==> src/hw/rtl/frvp_pkg.sv <==
// Shared types, constants and helpers for the frame run varint packer.
`timescale 1ns / 1ps
`default_nettype none
package frvp_pkg;

  localparam int unsigned MaxChannels = 8;
  localparam int unsigned CtrlWords   = 4;
  localparam int unsigned CntW        = 64;
  localparam int unsigned WordW       = 32;
  localparam int unsigned ChanW       = 4;

  localparam logic [ChanW-1:0] ChanReset = 4'd4;

  typedef logic [CtrlWords-1:0][WordW-1:0] frvp_words_t;

  // Request from the frame tracker to the byte sequencer.
  typedef struct packed {
    logic start;  // begin a byte sequence
    logic flush;  // lead with the pending frame count
    logic ctrl;   // follow with the completed control frame
  } frvp_cmd_t;

  // Status from the byte sequencer back to the frame tracker.
  typedef struct packed {
    logic busy;       // sequence in progress
    logic cnt_taken;  // count copied into the shifter, clear it now
  } frvp_sts_t;

  // Zigzag of a sign-extended 32-bit word; the result always fits in 32 bits.
  function automatic logic [WordW-1:0] zigzag(input logic [WordW-1:0] w);
    zigzag = {w[WordW-2:0] ^ {(WordW-1){w[WordW-1]}}, w[WordW-1]};
  endfunction

endpackage
`default_nettype wire

==> src/hw/rtl/frvp_emitter.sv <==
// Byte sequencer: shifts varints out seven bits per cycle into an output register while the receiver takes them.
`timescale 1ns / 1ps
`default_nettype none
module frvp_emitter (
  input  wire                  clk_i,
  input  wire                  rst_ni,
  input  wire  frvp_pkg::frvp_cmd_t   cmd_i,
  input  wire  [63:0]          cnt_i,
  input  wire  frvp_pkg::frvp_words_t fw_i,
  output frvp_pkg::frvp_sts_t  sts_o,
  output logic                 m_axis_tvalid_o,
  input  wire                  m_axis_tready_i,
  output logic [7:0]           m_axis_tdata_o,   // [7:0] out_byte
  output logic                 m_axis_tlast_o    // last
);
  import frvp_pkg::*;

  typedef enum logic [2:0] {
    ST_IDLE = 3'b001,
    ST_LOAD = 3'b010,
    ST_EMIT = 3'b100
  } state_e;

  localparam logic [2:0] StepCntHdr  = 3'd0;
  localparam logic [2:0] StepCnt     = 3'd1;
  localparam logic [2:0] StepHdr     = 3'd2;
  localparam logic [2:0] StepA       = 3'd3;
  localparam logic [2:0] StepB       = 3'd4;
  localparam logic [2:0] StepC       = 3'd5;
  localparam logic [2:0] StepD       = 3'd6;

  state_e             state_q, state_d;
  logic [2:0]         step_q, step_d;
  logic               ctrl_q, ctrl_d;
  logic [CntW-1:0]    sh_q, sh_d;
  logic               vld_q, vld_d;
  logic [7:0]         data_q, data_d;
  logic               last_q, last_d;

  logic               is_time;
  logic [2:0]         last_step;
  logic [CntW-1:0]    val;
  logic               more;
  logic               out_free;

  // Plain time frame: first word one, middle words non-negative, last zero.
  assign is_time = (fw_i[0] == 32'd1) && !fw_i[1][WordW-1] && !fw_i[2][WordW-1] &&
                   (fw_i[3] == '0);
  assign last_step = !ctrl_q ? StepCnt : (is_time ? StepB : StepD);

  always_comb begin
    unique case (step_q)
      StepCntHdr: val = '0;
      StepCnt:    val = cnt_i;
      StepHdr:    val = is_time ? 64'd1 : 64'd2;
      StepA:      val = is_time ? {32'd0, fw_i[1]} : {32'd0, zigzag(fw_i[0])};
      StepB:      val = is_time ? {32'd0, fw_i[2]} : {32'd0, zigzag(fw_i[1])};
      StepC:      val = {32'd0, zigzag(fw_i[2])};
      StepD:      val = {32'd0, zigzag(fw_i[3])};
      default:    val = '0;
    endcase
  end

  assign more     = |sh_q[CntW-1:7];
  assign out_free = !vld_q || m_axis_tready_i;

  always_comb begin
    state_d = state_q;
    step_d  = step_q;
    ctrl_d  = ctrl_q;
    sh_d    = sh_q;
    vld_d   = vld_q && !m_axis_tready_i;
    data_d  = data_q;
    last_d  = last_q;
    unique case (state_q)
      ST_IDLE: begin
        if (cmd_i.start) begin
          state_d = ST_LOAD;
          step_d  = cmd_i.flush ? StepCntHdr : StepHdr;
          ctrl_d  = cmd_i.ctrl;
        end
      end
      ST_LOAD: begin
        sh_d    = val;
        state_d = ST_EMIT;
      end
      ST_EMIT: begin
        if (out_free) begin
          vld_d  = 1'b1;
          data_d = {more, sh_q[6:0]};
          last_d = !more && (step_q == last_step);
          sh_d   = sh_q >> 7;
          if (!more) begin
            if (step_q == last_step) begin
              state_d = ST_IDLE;
            end else begin
              step_d  = step_q + 3'd1;
              state_d = ST_LOAD;
            end
          end
        end
      end
      default: state_d = ST_IDLE;
    endcase
  end

  always_ff @(posedge clk_i or negedge rst_ni) begin
    if (!rst_ni) begin
      state_q <= ST_IDLE;
      vld_q   <= 1'b0;
    end else begin
      state_q <= state_d;
      vld_q   <= vld_d;
    end
  end

  always_ff @(posedge clk_i) begin
    step_q <= step_d;
    ctrl_q <= ctrl_d;
    sh_q   <= sh_d;
    data_q <= data_d;
    last_q <= last_d;
  end

  assign sts_o.busy      = (state_q != ST_IDLE);
  assign sts_o.cnt_taken = (state_q == ST_LOAD) && (step_q == StepCnt);

  assign m_axis_tvalid_o = vld_q;
  assign m_axis_tdata_o  = data_q;
  assign m_axis_tlast_o  = last_q;

endmodule
`default_nettype wire

==> src/hw/rtl/frame_run_varint_packer.sv <==
// Top level: frame tracking, data frame count and the varint byte sequencer.
`timescale 1ns / 1ps
`default_nettype none
// Frame run varint packer.
// Input stream: one recorder word per beat on s_axis; tuser[0] set marks an end of
// stream flush, whose tdata is ignored. Output stream: one varint byte per beat
// on m_axis, tlast set on the final byte caused by an input word.
// Configuration: cfg_data_i sets the data frame length in words (0 acts as 1,
// above eight acts as eight); it is sampled when a frame starts. cfg_ready_o is
// always high; write only while the block is idle.
// Throughput: a data word that causes no output is taken at once, and words
// may follow back to back. A word that completes a control frame, or a flush
// with a pending count, starts the byte sequencer: each varint is loaded into
// the shifter and then sent one byte per shift (seven bits each), up to 7
// varints and 32 bytes in all. s_axis_tready_o stays low while the
// sequencer runs and rises as the final byte enters the output register.
// A stalled receiver freezes the sequencer; the output register holds its byte.
// Reset: frame position, count and the output stream clear at once; the frame
// length returns to four words.
module frame_run_varint_packer (
  input  wire         clk_i,
  input  wire         rst_ni,
  input  wire         s_axis_tvalid_i,
  output logic        s_axis_tready_o,
  input  wire  [31:0] s_axis_tdata_i,   // [31:0] word
  input  wire  [0:0]  s_axis_tuser_i,   // [0] opcode
  output logic        m_axis_tvalid_o,
  input  wire         m_axis_tready_i,
  output logic [7:0]  m_axis_tdata_o,   // [7:0] out_byte
  output logic        m_axis_tlast_o,   // last
  input  wire         cfg_valid_i,
  output logic        cfg_ready_o,
  input  wire  [3:0]  cfg_data_i        // data frame length
);
  import frvp_pkg::*;

  logic [ChanW-1:0]  chan_q;
  frvp_words_t       fw_q;
  logic [3:0]        rem_q, rem_d;
  logic [2:0]        pos_q, pos_d;
  logic [CntW-1:0]   cnt_q, cnt_d;

  frvp_cmd_t         cmd;
  frvp_sts_t         sts;

  logic              acc;
  logic              cnt_nz;
  logic [3:0]        eff_chan;
  logic              fw0_odd;
  logic              done;

  assign cfg_ready_o     = 1'b1;
  assign s_axis_tready_o = !sts.busy;
  assign acc             = s_axis_tvalid_i && s_axis_tready_o;
  assign cnt_nz          = |cnt_q;

  // Clamp the frame length into one to eight words.
  always_comb begin
    priority if (chan_q == '0) begin
      eff_chan = 4'd1;
    end else if (chan_q > 4'(MaxChannels)) begin
      eff_chan = 4'(MaxChannels);
    end else begin
      eff_chan = chan_q;
    end
  end

  // Advance the frame position on a data word.
  always_comb begin
    rem_d   = rem_q;
    pos_d   = pos_q;
    fw0_odd = fw_q[0][0];
    if (rem_q == '0) begin
      fw0_odd = s_axis_tdata_i[0];
      rem_d   = s_axis_tdata_i[0] ? 4'(CtrlWords - 1) : eff_chan - 4'd1;
      pos_d   = 3'd1;
    end else begin
      rem_d = rem_q - 4'd1;
      pos_d = pos_q + 3'd1;
    end
  end

  assign done = (rem_d == '0);

  always_comb begin
    cmd   = '0;
    cnt_d = cnt_q;
    if (sts.cnt_taken) begin
      cnt_d = '0;
    end
    if (acc) begin
      if (s_axis_tuser_i[0]) begin
        cmd.start = cnt_nz;
        cmd.flush = cnt_nz;
      end else if (done) begin
        if (fw0_odd) begin
          cmd.start = 1'b1;
          cmd.flush = cnt_nz;
          cmd.ctrl  = 1'b1;
        end else begin
          cnt_d = cnt_q + 64'd1;
        end
      end
    end
  end

  always_ff @(posedge clk_i or negedge rst_ni) begin
    if (!rst_ni) begin
      chan_q <= ChanReset;
      rem_q  <= '0;
      pos_q  <= '0;
      cnt_q  <= '0;
    end else begin
      if (cfg_valid_i && cfg_ready_o) begin
        chan_q <= cfg_data_i;
      end
      cnt_q <= cnt_d;
      if (acc) begin
        if (s_axis_tuser_i[0]) begin
          rem_q <= '0;
          pos_q <= '0;
        end else begin
          rem_q <= rem_d;
          pos_q <= pos_d;
        end
      end
    end
  end

  // Hold only the first four words of a frame.
  always_ff @(posedge clk_i) begin
    if (acc && !s_axis_tuser_i[0]) begin
      if (rem_q == '0) begin
        fw_q[0] <= s_axis_tdata_i;
      end else if (!pos_q[2]) begin
        fw_q[pos_q[1:0]] <= s_axis_tdata_i;
      end
    end
  end

  frvp_emitter u_emitter (
    .clk_i           (clk_i),
    .rst_ni          (rst_ni),
    .cmd_i           (cmd),
    .cnt_i           (cnt_q),
    .fw_i            (fw_q),
    .sts_o           (sts),
    .m_axis_tvalid_o (m_axis_tvalid_o),
    .m_axis_tready_i (m_axis_tready_i),
    .m_axis_tdata_o  (m_axis_tdata_o),
    .m_axis_tlast_o  (m_axis_tlast_o)
  );

`ifndef SYNTHESIS
  // A started sequence blocks the input on the next cycle.
  a_start_blocks: assert property (@(posedge clk_i) disable iff (!rst_ni)
    cmd.start |=> !s_axis_tready_o)
    else $error("input taken right after sequence start");

  // The closing byte of an item never carries a continuation bit.
  a_last_final: assert property (@(posedge clk_i) disable iff (!rst_ni)
    (m_axis_tvalid_o && m_axis_tlast_o) |-> !m_axis_tdata_o[7])
    else $error("last byte carries continuation bit");

  // The count is cleared once the sequencer has copied it.
  a_cnt_cleared: assert property (@(posedge clk_i) disable iff (!rst_ni)
    sts.cnt_taken |=> (cnt_q == '0))
    else $error("frame count not cleared after flush");

  // A flush is only requested with a count pending.
  a_flush_nz: assert property (@(posedge clk_i) disable iff (!rst_ni)
    (cmd.start && cmd.flush) |-> cnt_nz)
    else $error("flush requested with empty count");
`endif

endmodule
`default_nettype wire

==> config.mk <==
export PLATFORM = sky130hd
export DESIGN_NAME = frame_run_varint_packer
export DESIGN_NICKNAME = d
export VERILOG_FILES = /design/src/hw/rtl/frvp_pkg.sv /design/src/hw/rtl/frvp_emitter.sv /design/src/hw/rtl/frame_run_varint_packer.sv
export SDC_FILE = /design/constraint.sdc
export NUM_CORES = 1
export LEC_CHECK = 0
export BUFFER_PORTS_ARGS = -buffer_cell sky130_fd_sc_hd__clkbuf_2
export CAP_MARGIN = 20
export CORE_MARGIN = 4
export CORE_UTILIZATION = 40
export CTS_CLUSTER_SIZE = 24
export DETAILED_ROUTE_END_ITERATION = 7
export SYNTH_ARGS = -nofsm -noshare
export SYNTH_HDL_FRONTEND = slang
export SYNTH_SLANG_ARGS = --single-unit
==> constraint.sdc <==
create_clock -name clk_i -period 4.6 [get_ports clk_i]
set_input_delay 0.92 -clock clk_i [delete_from_list [all_inputs] [get_ports clk_i]]
set_output_delay 0.92 -clock clk_i [all_outputs]
set_load 0.01 [all_outputs]
== Word level (Yosys, flattened, before mapping) ==
Index checks and enable logic that the tools add are counted.

* RAM bits: 0
* ROM bits: 0
* Latch bits: 0
* Word-level logic and storage cells: 125
* Memories: 0
* Output and inout port bits: 12
* Input bits: 42
* Bits in registers: 284

* Shifts and indexed selects: 0
* Add/sub/neg operators: 5
* Multiplexer cells: 44
* Bitwise logic cells: 8
* Equal/unequal tests: 17
* Divide/modulo/power cells: 0
* $mul: 0
* $lt $le $gt $ge: 3
* Reduce and logical (&&, ||, !) cells: 33

{| class="wikitable"
|+ Operators by type and width
! cell !! number
|-
| 64-bit 2-to-1 mux || 6
|-
| 64-bit one-hot mux with 6 select lines || 1
|-
| 32-bit 2-to-1 mux || 5
|-
| 128-bit bitwise mux || 1
|-
| 64-bit one-hot mux with 2 select lines || 1
|-
| 31-bit XOR || 4
|-
| 64-bit by 1-bit adder with 64-bit output, second input constant || 1
|-
| 32-bit demux with 2-bit select || 1
|-
| 64-bit OR reduction || 1
|-
| 57-bit OR reduction || 1
|-
| 3-bit 2-to-1 mux || 13
|-
| 32-bit by 1-bit == test with 1-bit output, second input constant || 1
|-
| 32-bit logical NOT || 1
|-
| 4-bit 2-to-1 mux || 5
|-
| 3-bit == test, second input constant || 4
|-
| 4-bit logical NOT || 3
|-
| 2-bit 2-to-1 mux || 5
|-
| 3-bit by 2-bit == test with 1-bit output, second input constant || 3
|-
| 1-bit logical AND || 9
|-
| 3-bit one-hot mux with 3 select lines || 1
|-
| 2-bit AND reduction || 4
|-
| 4-bit by 1-bit subtractor with 4-bit output, second input constant || 2
|-
| 1-bit logical NOT || 7
|-
| 3-bit by 1-bit adder with 3-bit output, second input constant || 2
|-
| other kinds (16) || 28
|}

== Longest topological paths before layout ==
* Depth after elaboration: 13
* Mapped depth: 13
* Mapped depth without buffers: 9

== Modules after synthesis ==
From an unflattened synthesis, not the netlist that was laid out.

* Cells, all modules: 1487
* Area total of the unflattened synthesis: 15842.7 um^2

{| class="wikitable"
|+ By module, submodules not included
! module !! times used !! cells an instance !! seq. area each (um^2) !! area an instance (um^2)
|-
| frame_run_varint_packer || 1 || 759 || 5721.7 || 9113.7
|-
| frvp_emitter || 1 || 728 || 2413.6 || 6729.0
|}

== Least setup slack after synthesis ==
No wires, ideal clock.

* Kind: input to register
* Start: input m_axis_tready_i
* End: register u_emitter.sh_q[0], enable pin
* Path slack: -160 ps
* Stages: 3
* Arrival: 4252 ps
* Buffers on the path: 0
* Data required time: 4093 ps
* Library setup time: 507 ps
* Cell sequence: nand2b_1 -> nand2b_1 -> a21oi_1

* Cells in the longest elaborated chain, start to end: 3

{| class="wikitable"
|+ Ends and longest elaborated chain
! what !! RTL line !! RTL
|-
| start, declared || frame_run_varint_packer.sv:28 || <nowiki>input wire m_axis_tready_i,</nowiki>
|-
| 1-bit logical OR || frvp_emitter.sv:65 || <nowiki>assign out_free = !vld_q || m_axis_tready_i;</nowiki>
|-
| 2-bit by 1-bit != test with 1-bit output (no source line) || - ||
|-
| 2-bit AND reduction (no source line) || - ||
|-
| end signal, assigned || frvp_emitter.sv:120 || <nowiki>sh_q <= sh_d;</nowiki>
|-
| end, declared || frvp_emitter.sv:35 || <nowiki>logic [CntW-1:0] sh_q, sh_d;</nowiki>
|}

Every way passes these cells.
A chain may end at the register's enable or synchronous reset.

== Final worst setup path ==
* Start: register fw_q[26] in the netlist's numbering
* End: register u_emitter.sh_q[26], data pin

* Cells in the longest elaborated chain, start to end: 7
* Elaborated cells on any way between the ends: 8
* Those cells by class: eq/ne (1); mux (4); reduce/logical (3)

{| class="wikitable"
|+ Ends and longest elaborated chain
! what !! RTL line !! RTL
|-
| start, declared || frame_run_varint_packer.sv:38 || <nowiki>frvp_words_t fw_q;</nowiki>
|-
| start signal, assigned by index || frame_run_varint_packer.sv:136 || <nowiki>fw_q[pos_q[1:0]] <= s_axis_tdata_i;</nowiki>
|-
| 32-bit by 1-bit == test with 1-bit output (*) || frvp_emitter.sv:47 || <nowiki>assign is_time = (fw_i[0] == 32'd1) && !fw_i[1][WordW-1] && !fw_i[2][WordW-1] &&</nowiki>
|-
| 1-bit logical AND (*) (3 in a row) || frvp_emitter.sv:47 ||
|-
| 32-bit 2-to-1 mux, on equally long branches || frvp_emitter.sv:57, frvp_emitter.sv:56 ||
|-
| 64-bit one-hot mux with 6 select lines (*) || frvp_emitter.sv:52 || <nowiki>unique case (step_q)</nowiki>
|-
| 64-bit one-hot mux with 2 select lines (*) || frvp_emitter.sv:75 || <nowiki>unique case (state_q)</nowiki>
|-
| via u_emitter.sh_d[26] || frvp_emitter.sv:35 ||
|}

The timed path passes the listed nets; every way through them passes the cells marked *.

==> flow_summary.toml <==
[synthesis]
synth_edf_count = 205
synth_compound_area_share_pct = 10.4
synth_area_leaders = "edfxtp_1 (41%), dfrtp_1 (13%), mux2i_1 (4.8%)"
synth-simple-area-share_pct = 17.5
synthAdderAreaFrac_pct = 1.26
synth_top_area_share_pct = 41.4
synth-xor-area-share_pct = 7.60
yosysTopAreaCell = "edfxtp_1"
ys_types = 72
yosys_warnings = 0
synth_mux_area_share_pct = 5.08
synth_common_cells = "edfxtp_1 (205), nand2_1 (128), nor2_1 (96)"
yosysMostFrequentCell = "edfxtp_1"
synth_top_family_by_area = "simple AND/OR/NAND/NOR gates"
syn_inst = 1338
ys_seq_area_share_pct = 54.7
async_flop_share_pct = 27.8
netlist_area_mm2 = 0.0149
synthFlopType = "edfxtp_1"
ys_ff_latch = 284
avgSynthCellArea_um2 = 11.1
synth_fp_nets = 1395

[timing]
finalSetupViolations = 0
clock_skew_ns = 0.0384
max_freq_ghz = 0.265
fin_crit_sh_pct = 82.0
timing.final.crit_period_ns = 3.77
finalHoldViolations = 0
slew_viol_final = 0
timing.slew.headroom_pct = 29.8
tns_ns = 0
max_slew.worst_pin.slew_ns = 1.05
rsz0062_at_grt = "no"

[setup_path]
criticalPathCategory = "flop to flop"
arrival_ns = 4.02
required_ns = 4.85
critical_path_buf_inv_count = 1
crit_path_max_fanout = 83
cpLargestDelayFamily = "simple AND/OR/NAND/NOR gates"
crit_path_end_kind = "flop"
crit_chain = "nor4_1 -> nand4_1 -> or4_4 -> buf_4 -> mux2i_1 -> o22ai_1 -> a221o_1"
cp_slowest_cell = "or4_4"
crit_path_start_kind = "flop"
slowest_delay_ns = 0.97

[global_routing]
grt_util_all_layers_pct = 20.1
antenna_found_initial = 0
grt_max_degree = 84
overflow = 0
grt_pass1_vias = 10500
grt_pass1_wl_um = 64100

[clock_tree]
h-tree-depth = 2
cts.hold.buffers_added = 0
clock-sinks = 284
cts_buffer_depth = 3
cts_tree = "yes"
root_buffer = "clkbuf_16"
insertion_delay_ns = 0.54
post_cts_buffers = 0
cts_buffers = 35
cts.reportedPaths.clkPinSlew_ns = 0.06
ctsResizeCount = 0

[placement]
globalplace.congestion = 0.878
port_buffers = 52
hpwl_um = 27700

[route]
wl_per_cell_um = 22.3
via_per_inst = 5.84
drt-pass1-iter-count = 5
first_iter_violations = 1199
vias = 10800
drcViolationCount = 0
ant_nets = 0
drt-total-wl_um = 41300

[outcome]
status = "finished, final reports clean"

[layout]
fin_nets = 1412
filler_cell_count = 3423
area_growth_pct = 12.3
layout-drive-gt1-share_pct = 11.4
diodes = 0

[floorplan]
initial_core_util_pct = 40.6
die_h_um = 201
top_level_ports = 54
die_w_um = 201
rows = 70
die_area_mm2 = 0.0403
core_mm2 = 0.0366

[power]
internal-power_w = 0.00537
clkPwrFrac_pct = 37.4
p_per_area_mw_per_mm2 = 460
static-leakage-power_nw = 6.44
peakVddDrop_mv = 0.301
switching_power_w = 0.00231
swShare_pct = 30.1
p_seq_share_pct = 44.6
p_comb_share_pct = 18.1
fin_total_pwr_w = 0.00768

[hold_path]
hold_path_class = "flop to flop"

[run]
maxCapViolCount = 0
## power by group through the flow
stage | Sequential [W] | Clock, W | Combinational (W)
finish | 0.00342 | 0.00287 | 0.00139
global route | 0.00346 | 0.00303 | 0.00154
CTS | 0.00342 | 0.00292 | 0.00139
detailed placement | 0.00347 | 0 | 0.00138
global placement | 0.00346 | 0 | 0.00136
floorplan | 0.00334 | 0 | 0.00101
## per-stage QoR
| stage | worst slack (ns) | utilization (%) | cells | hold slack (ns) | cell area [µm²] |
|---|---|---|---|---|---|
| global route | 0.705 | 45.6 | 1850 | 0.421 | 16700 |
| detailed placement | 0.991 | 42.4 | 1786 | 0.406 | 15500 |
| finish | 0.829 | 45.6 | 1850 | 0.420 | 16700 |
| floorplan | 1.01 | - | 1338 | 0.400 | 14900 |
| global placement | 1.03 | 42.4 | 1786 | 0.403 | 15500 |
| CTS | 0.945 | 45.6 | 1850 | 0.421 | 16700 |
## area by class of cell
type / count / area (µm²) / share of cell area, %
clock buffer: 44 / 952 / 5.70
clock inverter: 20 / 239 / 1.43
inverter: 26 / 97.6 / 0.585
multi-input combinational: 937 / 6270 / 37.5
sequential: 284 / 8140 / 48.7
tap: 468 / 586 / 3.51
timing repair buffer: 71 / 418 / 2.50
## worst paths after layout
check                           cells after the start  slack [ns]               from                          end
worst max register to register                      7        0.83           fw_q[26]           u_emitter.sh_q[26]
worst min-delay path                                0        0.42  u_emitter.sh_q[3]  u_emitter.m_axis_tdata_o[3]
worst max-delay path                                7        0.83           fw_q[26]           u_emitter.sh_q[26]
min in group asynchronous                           1        0.47             rst_ni                    cnt_q[46]
worst min register to register                      0        0.42  u_emitter.sh_q[3]  u_emitter.m_axis_tdata_o[3]
max in group asynchronous                           2        3.28             rst_ni                    cnt_q[27]
## routing by layer
layer	up-vias	track usage (%)	share of wire, %
met5	-	0	0
met3	79	2.96	6.4
met1	5330	28.3	44
met2	393	32.1	46
met4	0	6.51	3.4
li1	5010	-	-
## cell usage in the layout, fill, tap and decap left out, types with 4 or more instances in the layout
master,count
a21oi_1,72
a221o_1,29
a22oi_1,31
and2_1,7
and3_1,17
and4_1,8
buf_4,19
bufinv_16,5
clkbuf_1,7
clkbuf_16,37
clkbuf_2,51
clkinv_1,8
dfrtp_1,77
edfxtp_1,205
ha_1,15
inv_1,26
mux2_2,4
mux2i_1,71
nand2_1,128
nand2b_1,7
nand3_1,57
nand4_1,34
nor2_1,94
nor2b_1,36
nor3_1,14
nor4_1,48
nor4b_1,4
o211ai_1,10
o21ai_0,17
o22ai_1,33
o31ai_1,7
or3_1,4
xnor2_1,66
xor2_1,63
## worst register-to-register path, cell delays in order, from the launching register on
cell,delay (ns)
edfxtp_1,0.42
nor4_1,0.84
nand4_1,0.30
or4_4,0.97
buf_4,0.44
mux2i_1,0.16
o22ai_1,0.10
a221o_1,0.26
## registers in the layout, indices dropped and copies added, names as in the netlist
signal                     cells
u_emitter.step_q               3
u_emitter.m_axis_tvalid_o      1
u_emitter.m_axis_tlast_o       1
u_emitter.m_axis_tdata_o       8
pos_q                          3
fw_q                         128
rem_q                          4
u_emitter.sh_q                64
cnt_q                         64
u_emitter.ctrl_q               1
u_emitter.state_q              3
chan_q                         4
## cells by family after synthesis
group,Yosys count
and+or+nand+nor,490
xor gates and xnor gates,129
muxes,75
DFF,284
buffers and inverters,117
other,1
adders and majority gates,15
AOI/OAI and AO/OA,227
(Power assumes the default switching activity.)
